### config.mk
export PLATFORM = sky130hd
export DESIGN_NAME = unix_time_to_fat_datetime_unit
export DESIGN_NICKNAME = d
export VERILOG_FILES = /design/src/hdl/utfd_pkg.sv /design/src/hdl/utfd_dp.sv /design/src/hdl/utfd_ctrl.sv /design/src/hdl/unix_time_to_fat_datetime_unit.sv
export SDC_FILE = /design/constraint.sdc
export NUM_CORES = 2
export LEC_CHECK = 0
export BUFFER_PORTS_ARGS = -buffer_cell sky130_fd_sc_hd__buf_2
export CAP_MARGIN = 20
export CORE_MARGIN = 8
export CORE_UTILIZATION = 59
export CTS_BUF_LIST = sky130_fd_sc_hd__clkbuf_4
export CTS_CLUSTER_SIZE = 25
export DETAILED_ROUTE_END_ITERATION = 8
export PLACE_DENSITY = 0.76
export SYNTH_ARGS = -nofsm -noshare
export SYNTH_HDL_FRONTEND = slang
export SYNTH_SLANG_ARGS = --single-unit
### constraint.sdc
create_clock -name clk -period 18.05 [get_ports clk]
set_clock_uncertainty 0.15 [all_clocks]
set_input_delay 2.7075 -clock clk [delete_from_list [all_inputs] [get_ports clk]]
set_output_delay 2.7075 -clock clk [all_outputs]
set_load 0.005 [all_outputs]
### src/hdl/utfd_pkg.sv
// Shared constants, types and table functions for the Unix time to FAT date/time unit.
package utfd_pkg;

	// Divisors for the three time-of-day division phases
	localparam int unsigned SECS_PER_DAY = 24 * 60 * 60;
	localparam logic [16:0] DIV_DAY  = 17'(SECS_PER_DAY);
	localparam logic [16:0] DIV_HOUR = 17'd3600;
	localparam logic [16:0] DIV_MIN  = 17'd60;

	// Reciprocals of the odd divisor parts: 86400 = 128 * 675, 3600 = 16 * 225, 60 = 4 * 15
	localparam logic [25:0] RECIP_DAY  = 26'd50903317;  // ceil(2^35 / 675)
	localparam logic [13:0] RECIP_HOUR = 14'd9321;      // ceil(2^21 / 225)
	localparam logic [10:0] RECIP_MIN  = 11'd1093;      // ceil(2^14 / 15)

	// Quotient steps before the remainder step of each phase
	localparam logic [5:0] STEPS_DAY  = 6'd1;
	localparam logic [5:0] STEPS_HOUR = 6'd1;
	localparam logic [5:0] STEPS_MIN  = 6'd1;

	// Calendar constants; year counter is an offset from 1970
	localparam logic [7:0] YEAR_FAT_BASE  = 8'(1980 - 1970);
	localparam logic [1:0] EPOCH_MOD4     = 2'(1970 % 4);
	localparam logic [8:0] DAYS_YEAR      = 9'd365;
	localparam logic [8:0] DAYS_LEAP_YEAR = 9'd366;
	localparam logic [3:0] LAST_MONTH     = 4'd11;
	localparam logic [3:0] MONTH_FEB      = 4'd1;

	// Division phase
	typedef enum logic [1:0] {
		PH_DAY  = 2'd0,
		PH_HOUR = 2'd1,
		PH_MIN  = 2'd2
	} div_phase_t;

	// Controller to datapath commands
	typedef struct packed {
		logic       cfg_we;
		logic       load;
		logic       div_step;
		logic       div_next;
		div_phase_t phase;
		logic       year_step;
		logic       month_step;
		logic       emit;
	} utfd_cmd_t;

	// Datapath to controller status
	typedef struct packed {
		logic year_fit;
		logic month_fit;
	} utfd_sts_t;

	// Divisor of a phase
	function automatic logic [16:0] phase_divisor(input div_phase_t phase);
		logic [16:0] d;
		unique case (phase)
			PH_DAY:  d = DIV_DAY;
			PH_HOUR: d = DIV_HOUR;
			PH_MIN:  d = DIV_MIN;
			default: d = DIV_MIN;
		endcase
		return d;
	endfunction

	// Every fourth year is a leap year, 2100 included
	function automatic logic is_leap(input logic [7:0] year_off);
		return (2'(year_off[1:0] + EPOCH_MOD4)) == 2'd0;
	endfunction

	// Days in a month, month index from zero
	function automatic logic [4:0] month_len(input logic [3:0] month, input logic leap);
		logic [4:0] len;
		unique case (month) inside
			MONTH_FEB:                  len = leap ? 5'd29 : 5'd28;
			4'd3, 4'd5, 4'd8, 4'd10:    len = 5'd30;
			default:                    len = 5'd31;
		endcase
		return len;
	endfunction

endpackage

### src/hdl/utfd_dp.sv
// Datapath: zone register, reciprocal-multiply divider, year and month walkers, result register.
module utfd_dp
	import utfd_pkg::*;
(
	input  logic        clk,
	input  logic        arst_n,
	input  utfd_cmd_t   cmd,
	output utfd_sts_t   sts,
	input  logic [11:0] cfg_data,
	input  logic [31:0] in_secs,
	output logic [31:0] out_data
);

	logic [11:0] zone_q;
	logic [31:0] num_q;
	logic [15:0] quo_q;
	logic [15:0] days_q;
	logic [4:0]  hour_q;
	logic [5:0]  minute_q;
	logic [4:0]  half_q;
	logic [7:0]  year_q;
	logic [3:0]  month_q;
	logic [31:0] out_q;

	logic signed [18:0] zone_prod;
	logic [31:0]        adj;
	logic [50:0]        day_prod;
	logic [26:0]        hour_prod;
	logic [20:0]        min_prod;
	logic [15:0]        quo_next;
	logic [31:0]        quo_mul;
	logic [31:0]        rem_next;
	logic               leap;
	logic [8:0]         ylen;
	logic [4:0]         mlen;
	logic [6:0]         year_fat;

	// Zone offset in seconds, then adjusted count
	assign zone_prod = $signed({{7{zone_q[11]}}, zone_q}) * 19'sd60;
	assign adj       = in_secs - {{13{zone_prod[18]}}, zone_prod};

	// Quotient by reciprocal multiplication, power-of-two factor shifted out first
	assign day_prod  = num_q[31:7] * RECIP_DAY;
	assign hour_prod = num_q[16:4] * RECIP_HOUR;
	assign min_prod  = num_q[11:2] * RECIP_MIN;

	always_comb begin
		case (cmd.phase)
			PH_DAY:  quo_next = day_prod[50:35];
			PH_HOUR: quo_next = {10'd0, hour_prod[26:21]};
			PH_MIN:  quo_next = {9'd0, min_prod[20:14]};
			default: quo_next = 16'd0;
		endcase
	end

	// Remainder of the current phase
	assign quo_mul  = {16'd0, quo_q} * {15'd0, phase_divisor(cmd.phase)};
	assign rem_next = num_q - quo_mul;

	// Calendar lengths for the walkers
	assign leap = is_leap(year_q);
	assign ylen = leap ? DAYS_LEAP_YEAR : DAYS_YEAR;
	assign mlen = month_len(month_q, leap);

	assign sts.year_fit  = days_q < {7'd0, ylen};
	assign sts.month_fit = (days_q < {11'd0, mlen}) || (month_q == LAST_MONTH);

	assign year_fat = (year_q < YEAR_FAT_BASE) ? 7'd0 : 7'(year_q - YEAR_FAT_BASE);

	// Zone register
	always_ff @(posedge clk or negedge arst_n) begin
		if (!arst_n) begin
			zone_q <= 12'd0;
		end else if (cmd.cfg_we) begin
			zone_q <= cfg_data;
		end
	end

	// Divider, walkers and result
	always_ff @(posedge clk) begin
		if (cmd.load) begin
			num_q <= adj;
		end
		if (cmd.div_step) begin
			quo_q <= quo_next;
		end
		if (cmd.div_next) begin
			case (cmd.phase)
				PH_DAY: begin
					days_q  <= quo_q;
					num_q   <= rem_next;
					year_q  <= 8'd0;
					month_q <= 4'd0;
				end
				PH_HOUR: begin
					hour_q <= quo_q[4:0];
					num_q  <= rem_next;
				end
				PH_MIN: begin
					minute_q <= quo_q[5:0];
					half_q   <= rem_next[5:1];
				end
				default: begin
				end
			endcase
		end
		if (cmd.year_step) begin
			days_q <= days_q - {7'd0, ylen};
			year_q <= year_q + 8'd1;
		end
		if (cmd.month_step) begin
			days_q  <= days_q - {11'd0, mlen};
			month_q <= month_q + 4'd1;
		end
		if (cmd.emit) begin
			out_q <= {year_fat, 4'(month_q + 4'd1), 5'(days_q[4:0] + 5'd1),
				hour_q, minute_q, half_q};
		end
	end

	assign out_data = out_q;

endmodule

### src/hdl/utfd_ctrl.sv
// Controller: sequences accept, division phases, year and month walks and result hand-off.
module utfd_ctrl
	import utfd_pkg::*;
(
	input  logic      clk,
	input  logic      arst_n,
	input  logic      in_valid,
	output logic      in_ready,
	output logic      out_valid,
	input  logic      out_ready,
	input  logic      cfg_valid,
	output logic      cfg_ready,
	input  utfd_sts_t sts,
	output utfd_cmd_t cmd
);

	typedef enum logic [4:0] {
		ST_IDLE   = 5'b00001,
		ST_DIVIDE = 5'b00010,
		ST_YEAR   = 5'b00100,
		ST_MONTH  = 5'b01000,
		ST_EMIT   = 5'b10000
	} state_t;

	state_t     state_q;
	div_phase_t phase_q;
	logic [5:0] cnt_q;
	logic       out_valid_q;

	assign in_ready  = state_q == ST_IDLE;
	assign cfg_ready = state_q == ST_IDLE;
	assign out_valid = out_valid_q;

	// Decode commands from the state
	always_comb begin
		cmd        = '0;
		cmd.phase  = phase_q;
		cmd.cfg_we = (state_q == ST_IDLE) && cfg_valid;
		unique case (state_q)
			ST_IDLE:   cmd.load       = in_valid;
			ST_DIVIDE: begin
				cmd.div_step = cnt_q != 6'd0;
				cmd.div_next = cnt_q == 6'd0;
			end
			ST_YEAR:   cmd.year_step  = !sts.year_fit;
			ST_MONTH:  cmd.month_step = !sts.month_fit;
			ST_EMIT:   cmd.emit       = !out_valid_q || out_ready;
			default: begin
			end
		endcase
	end

	// Advance the sequence
	always_ff @(posedge clk or negedge arst_n) begin
		if (!arst_n) begin
			state_q <= ST_IDLE;
			phase_q <= PH_DAY;
			cnt_q   <= 6'd0;
		end else begin
			unique case (state_q)
				ST_IDLE: begin
					if (in_valid) begin
						state_q <= ST_DIVIDE;
						phase_q <= PH_DAY;
						cnt_q   <= STEPS_DAY;
					end
				end
				ST_DIVIDE: begin
					if (cnt_q != 6'd0) begin
						cnt_q <= cnt_q - 6'd1;
					end else begin
						case (phase_q)
							PH_DAY: begin
								phase_q <= PH_HOUR;
								cnt_q   <= STEPS_HOUR;
							end
							PH_HOUR: begin
								phase_q <= PH_MIN;
								cnt_q   <= STEPS_MIN;
							end
							default: state_q <= ST_YEAR;
						endcase
					end
				end
				ST_YEAR: begin
					if (sts.year_fit) state_q <= ST_MONTH;
				end
				ST_MONTH: begin
					if (sts.month_fit) state_q <= ST_EMIT;
				end
				ST_EMIT: begin
					if (!out_valid_q || out_ready) state_q <= ST_IDLE;
				end
				default: state_q <= ST_IDLE;
			endcase
		end
	end

	// Hold the result valid until taken
	always_ff @(posedge clk or negedge arst_n) begin
		if (!arst_n) begin
			out_valid_q <= 1'b0;
		end else if (cmd.emit) begin
			out_valid_q <= 1'b1;
		end else if (out_ready) begin
			out_valid_q <= 1'b0;
		end
	end

endmodule

### src/hdl/unix_time_to_fat_datetime_unit.sv
// Top level of the Unix time to FAT date/time unit.
//
// Input stream (s_axis): one 32-bit Unix seconds count per item. Output
// stream (m_axis): one FAT date/time item per input item, in order.
// Config channel (cfg_*): 12-bit signed zone offset in minutes west of GMT,
// taken while the unit is idle; it is subtracted as minutes times sixty.
//
// One item is worked on at a time. After an item is taken the unit divides
// by reciprocal multiplication in three phases (day, hour, minute), each a
// quotient step and then a remainder step, then walks years from 1970 one
// per cycle and months one per cycle. The next item is taken once the
// result has gone to the output register.
//
// The result sits in an output register: a new item is taken while it waits.
// If the receiver stalls, a finished item holds in its final state until
// the register frees. Reset returns the unit to idle, drops any pending
// result and clears the zone offset to zero.
module unix_time_to_fat_datetime_unit
	import utfd_pkg::*;
(
	input  logic        clk,
	input  logic        arst_n,
	input  logic        s_axis_tvalid,
	output logic        s_axis_tready,
	input  logic [31:0] s_axis_tdata,   // [31:0] unix_seconds
	output logic        m_axis_tvalid,
	input  logic        m_axis_tready,
	// [4:0] half_seconds, [10:5] minute_value, [15:11] hour_value,
	// [20:16] day_of_month, [24:21] month_number, [31:25] year_since_1980
	output logic [31:0] m_axis_tdata,
	input  logic        cfg_valid,
	output logic        cfg_ready,
	input  logic [11:0] cfg_data        // zone_minutes_west
);

	utfd_cmd_t cmd;
	utfd_sts_t sts;

	utfd_ctrl u_ctrl (
		.clk       (clk),
		.arst_n    (arst_n),
		.in_valid  (s_axis_tvalid),
		.in_ready  (s_axis_tready),
		.out_valid (m_axis_tvalid),
		.out_ready (m_axis_tready),
		.cfg_valid (cfg_valid),
		.cfg_ready (cfg_ready),
		.sts       (sts),
		.cmd       (cmd)
	);

	utfd_dp u_dp (
		.clk      (clk),
		.arst_n   (arst_n),
		.cmd      (cmd),
		.sts      (sts),
		.cfg_data (cfg_data),
		.in_secs  (s_axis_tdata),
		.out_data (m_axis_tdata)
	);

endmodule
==> flow_summary.yaml <==
critical_path:
  path_cells: "buf_4 -> clkinv_1 -> nand2_1 -> nand2_1 -> fa_1 -> fa_1 -> fa_1 -> inv_1 -> fa_1 -> fa_1 -> fa_1 -> inv_1 -> ha_1 -> or4_1 -> a2bb2oi_1 -> nor4b_2 -> o31ai_1 -> a2111oi_2 -> xnor2_1 -> nor2_1 -> a221o_1"
  cpMostUsedCell: "sky130_fd_sc_hd__fa_1"
  cp_max_fo: 37
  cp_data_arrival_time_ns: 8.39
  crit_path_top_delay_cell: "sky130_fd_sc_hd__nand2_1"
  worst-path-buf-inv: 4
  cp-end-kind: "register"
  slowest_delay_ns: 0.77
  crit-reg2reg-capture: "u_dp.num_q[31]"
  timing.critical_path.required_ns: 18.41
  start_kind: "register"
  critical_path.top_delay_family: "adder cells"
  crit_type: "reg2reg"
  rrSetupSlack_ns: 10.01
  worst_r2r_path_depth: 21
  beginning_of_the_worst_register_to_register_path: "u_ctrl.phase_q[1]"
sta:
  worst_slew_pin_slew_ns: 1.11
  report.final.hold_viol_count: 0
  max_freq_mhz: 124
  final.min_clock_period_ns: 8.04
  slew_headroom_pct: 25.6
  fin_setup_tns_ns: 0
  timing.final.setup_violations: 0
  grt_setup_unrepaired: "false"
  timing_max_transition_violations_final: 0
  period_share_pct: 44.5
run:
  max-cap-violations: 0
clock_network:
  clock_insertion_delay_worst_skew_ns: 0.64
  cts_max_path_buffers: 2
  ctsResizeCount: 0
  clockRootBuffer: "sky130_fd_sc_hd__clkbuf_4"
  cts_max_level: 4
  postCtsSetupRepairBufs: 0
  clock-sinks: 150
  number_of_buffers_inserted_for_hold_repair_after_clock_tree_synthesis: 0
  tritoncts: "done"
  path_clk_slew_ns: 0.19
  tritoncts.num_buffers: 17
route:
  route.detailed.wl_per_inst_um: 19.1
  detailedRoute.firstPassIterationCount: 6
  iter_0_drt_violations: 1386
  vias_per_std_cell: 5.64
  route.final.wire_length_um: 71700
  detail-route-antenna-nets: 0
  total_via_count_in_the_routed_design: 21200
  drcViolationCount: 0
synth:
  count_of_flip_flops_with_a_built_in_enable_after_synthesis: 92
  post_synth_instance_area_um2: 29100
  synth.most_common_cell: "sky130_fd_sc_hd__inv_1"
  ys_dominant_reg_cell: "sky130_fd_sc_hd__edfxtp_1"
  sequential_fraction_of_the_synthesis_area_pct: 13.9
  async_reset_ff_share_pct: 17.3
  synthesis.yosys.warnings: 0
  synth_top_area_cell: "sky130_fd_sc_hd__fa_1"
  syn-instance-count: 2996
  synth_top_cell_area_share_pct: 27.7
  synthesis.area_per_instance_um2: 9.73
  synth_top_cells_by_area: "sky130_fd_sc_hd__fa_1 (28%), sky130_fd_sc_hd__ha_1 (26%), sky130_fd_sc_hd__inv_1 (9.9%)"
  synth.ff_latch_count: 150
  synth.lib_cells_used.distinct: 83
  mappedNetlistNets: 4055
  ys_top_cells_by_count: "sky130_fd_sc_hd__inv_1 (768), sky130_fd_sc_hd__ha_1 (607), sky130_fd_sc_hd__fa_1 (403)"
global_route:
  grt_remaining_overflow: 0
  grt_antenna_before_repair: 1
  grt_use_total_pct: 25.8
  first_global_vias: 22700
  wire_length_of_the_first_global_routing_pass_um: 116000
  grt_start_max_net_pins: 46
final_layout:
  sequential_cell_area_um2: 4060
  nets: 4141
  fillCellCount: 4055
  final_layout_size_suffix_gt1_share_pct: 6.11
  multi_input_comb_area_um2: 22000
  area_growth_pct: 5.38
die:
  num_rows: 81
  die-area_um2: 56800
  initial_utilization_pct: 59.7
  die_w_um: 238
  io_pins: 84
  coreArea_um2: 48800
  floorplan_die_height_um: 238
placement:
  place.detailed.hpwl_um: 61400
  last_weighted_congestion_value_of_the_routability_driven_placer: 0.998
  portBuffers: 83
hold_path:
  timing.hold.worst_path_depth: 0
  hold_path.class: "reg2reg"
  hold_path.startpoint: "u_dp.half_q[2]"
  timing.hold.worst_endpoint: "u_dp.out_data[2]"
run_status:
  run_status: "finished, final reports clean"
## layout make-up
type                            count  area share (%)
Multi-Input combinational cell   2036            71.8
Sequential cell                   150            13.2
Inverter                          769            9.40
Tap cell                          664            2.71
Timing Repair Buffer              108            1.96
Clock inverter                     15           0.530
Clock buffer                       17           0.416
Antenna cell                        2          0.0163
## worst register-to-register path: stages (launching register included)
cell                        delay, ns
sky130_fd_sc_hd__dfrtp_1         0.35
sky130_fd_sc_hd__buf_4           0.37
sky130_fd_sc_hd__clkinv_1        0.48
sky130_fd_sc_hd__nand2_1         0.78
sky130_fd_sc_hd__nand2_1         0.20
sky130_fd_sc_hd__fa_1            0.53
sky130_fd_sc_hd__fa_1            0.52
sky130_fd_sc_hd__fa_1            0.55
sky130_fd_sc_hd__inv_1           0.06
sky130_fd_sc_hd__fa_1            0.50
sky130_fd_sc_hd__fa_1            0.53
sky130_fd_sc_hd__fa_1            0.55
sky130_fd_sc_hd__inv_1           0.05
sky130_fd_sc_hd__ha_1            0.23
sky130_fd_sc_hd__or4_1           0.47
sky130_fd_sc_hd__a2bb2oi_1       0.16
sky130_fd_sc_hd__nor4b_2         0.41
sky130_fd_sc_hd__o31ai_1         0.20
sky130_fd_sc_hd__a2111oi_2       0.36
sky130_fd_sc_hd__xnor2_1         0.16
sky130_fd_sc_hd__nor2_1          0.05
sky130_fd_sc_hd__a221o_1         0.26
## logic make-up (layout without fill, tap and decap cells)
group	Yosys count	after routing	synth area share [%]
buffers and inverters	810	909	10.5
AO/OA/AOI/OAI	449	449	10.3
adder cells (fa/ha/maj)	1010	1010	53.7
other	0	2	0
AND/OR/NAND/NOR	437	437	7.14
multiplexers	20	20	0.747
flip-flops	150	150	13.9
XOR/XNOR	120	120	3.68
## metrics by stage
stage / util (%) / instances / hold slack [ns] / cell area, µm² / setup slack, ns
after floorplan: - / 2996 / 0.250 / 29100 / 11.09
after global placement: 62.2 / 3726 / 0.251 / 30400 / 10.28
after detailed placement: 62.3 / 3727 / 0.255 / 30400 / 10.11
after CTS: 62.9 / 3759 / 0.241 / 30700 / 10.06
after global routing: 62.9 / 3761 / 0.255 / 30700 / 9.73
final: 62.9 / 3761 / 0.237 / 30700 / 10.01
## registers in the layout, summed over array words and instances, names as in the netlist, 6 cells and up
signal / count
u_dp.minute_q: 6
u_dp.zone_q: 12
u_dp.year_q: 8
u_dp.quo_q: 16
u_dp.days_q: 16
u_dp.out_data: 32
u_dp.num_q: 32
u_ctrl.cnt_q: 6
## layer usage
layer | routed length (µm) | up-vias | global-route usage, %
met2 | 34000 | 709 | 43.6
met4 | 2530 | 0 | 8.65
met5 | 0 | - | 0
met1 | 29800 | 10500 | 33.2
li1 | - | 9866 | -
met3 | 5360 | 161 | 4.75
## layout by cell type, fill, tap and decap left out, drive strengths merged, types with 7 or more instances in the layout
master    n
o22ai    22
a21o     66
nor2    122
o31ai    10
dfrtp    25
nor3     22
o211ai   16
o21ai    74
clkinv    7
and2     19
a21oi   119
nand4     9
dfxtp    32
inv     775
nand2   135
nand2b   20
xor2     58
a31oi    21
buf     108
and3     15
mux2     14
fa      403
a22oi     9
nand3    36
o21a     18
clkbuf   17
nor2b    22
xnor2    61
edfxtp   92
a211oi   23
ha      607
o21bai   15
or3      13
## worst max path at each step
stage | startpoint | endpoint | slack (ns) | cells past startpoint
global placement | u_ctrl.phase_q[1] | u_dp.num_q[31] | 10.28 | 21
floorplan | u_ctrl.phase_q[1] | u_dp.num_q[31] | 11.09 | 22
CTS | u_ctrl.phase_q[1] | u_dp.num_q[31] | 10.06 | 21
detailed placement | u_ctrl.phase_q[1] | u_dp.num_q[31] | 10.11 | 21
finish | u_ctrl.phase_q[1] | u_dp.num_q[31] | 10.01 | 21
global route | u_ctrl.phase_q[1] | u_dp.num_q[31] | 9.73 | 21
Power is left out: the tool's default activity adds up to more than one toggle a clock period on the data nets, which glitch-free logic cannot reach.
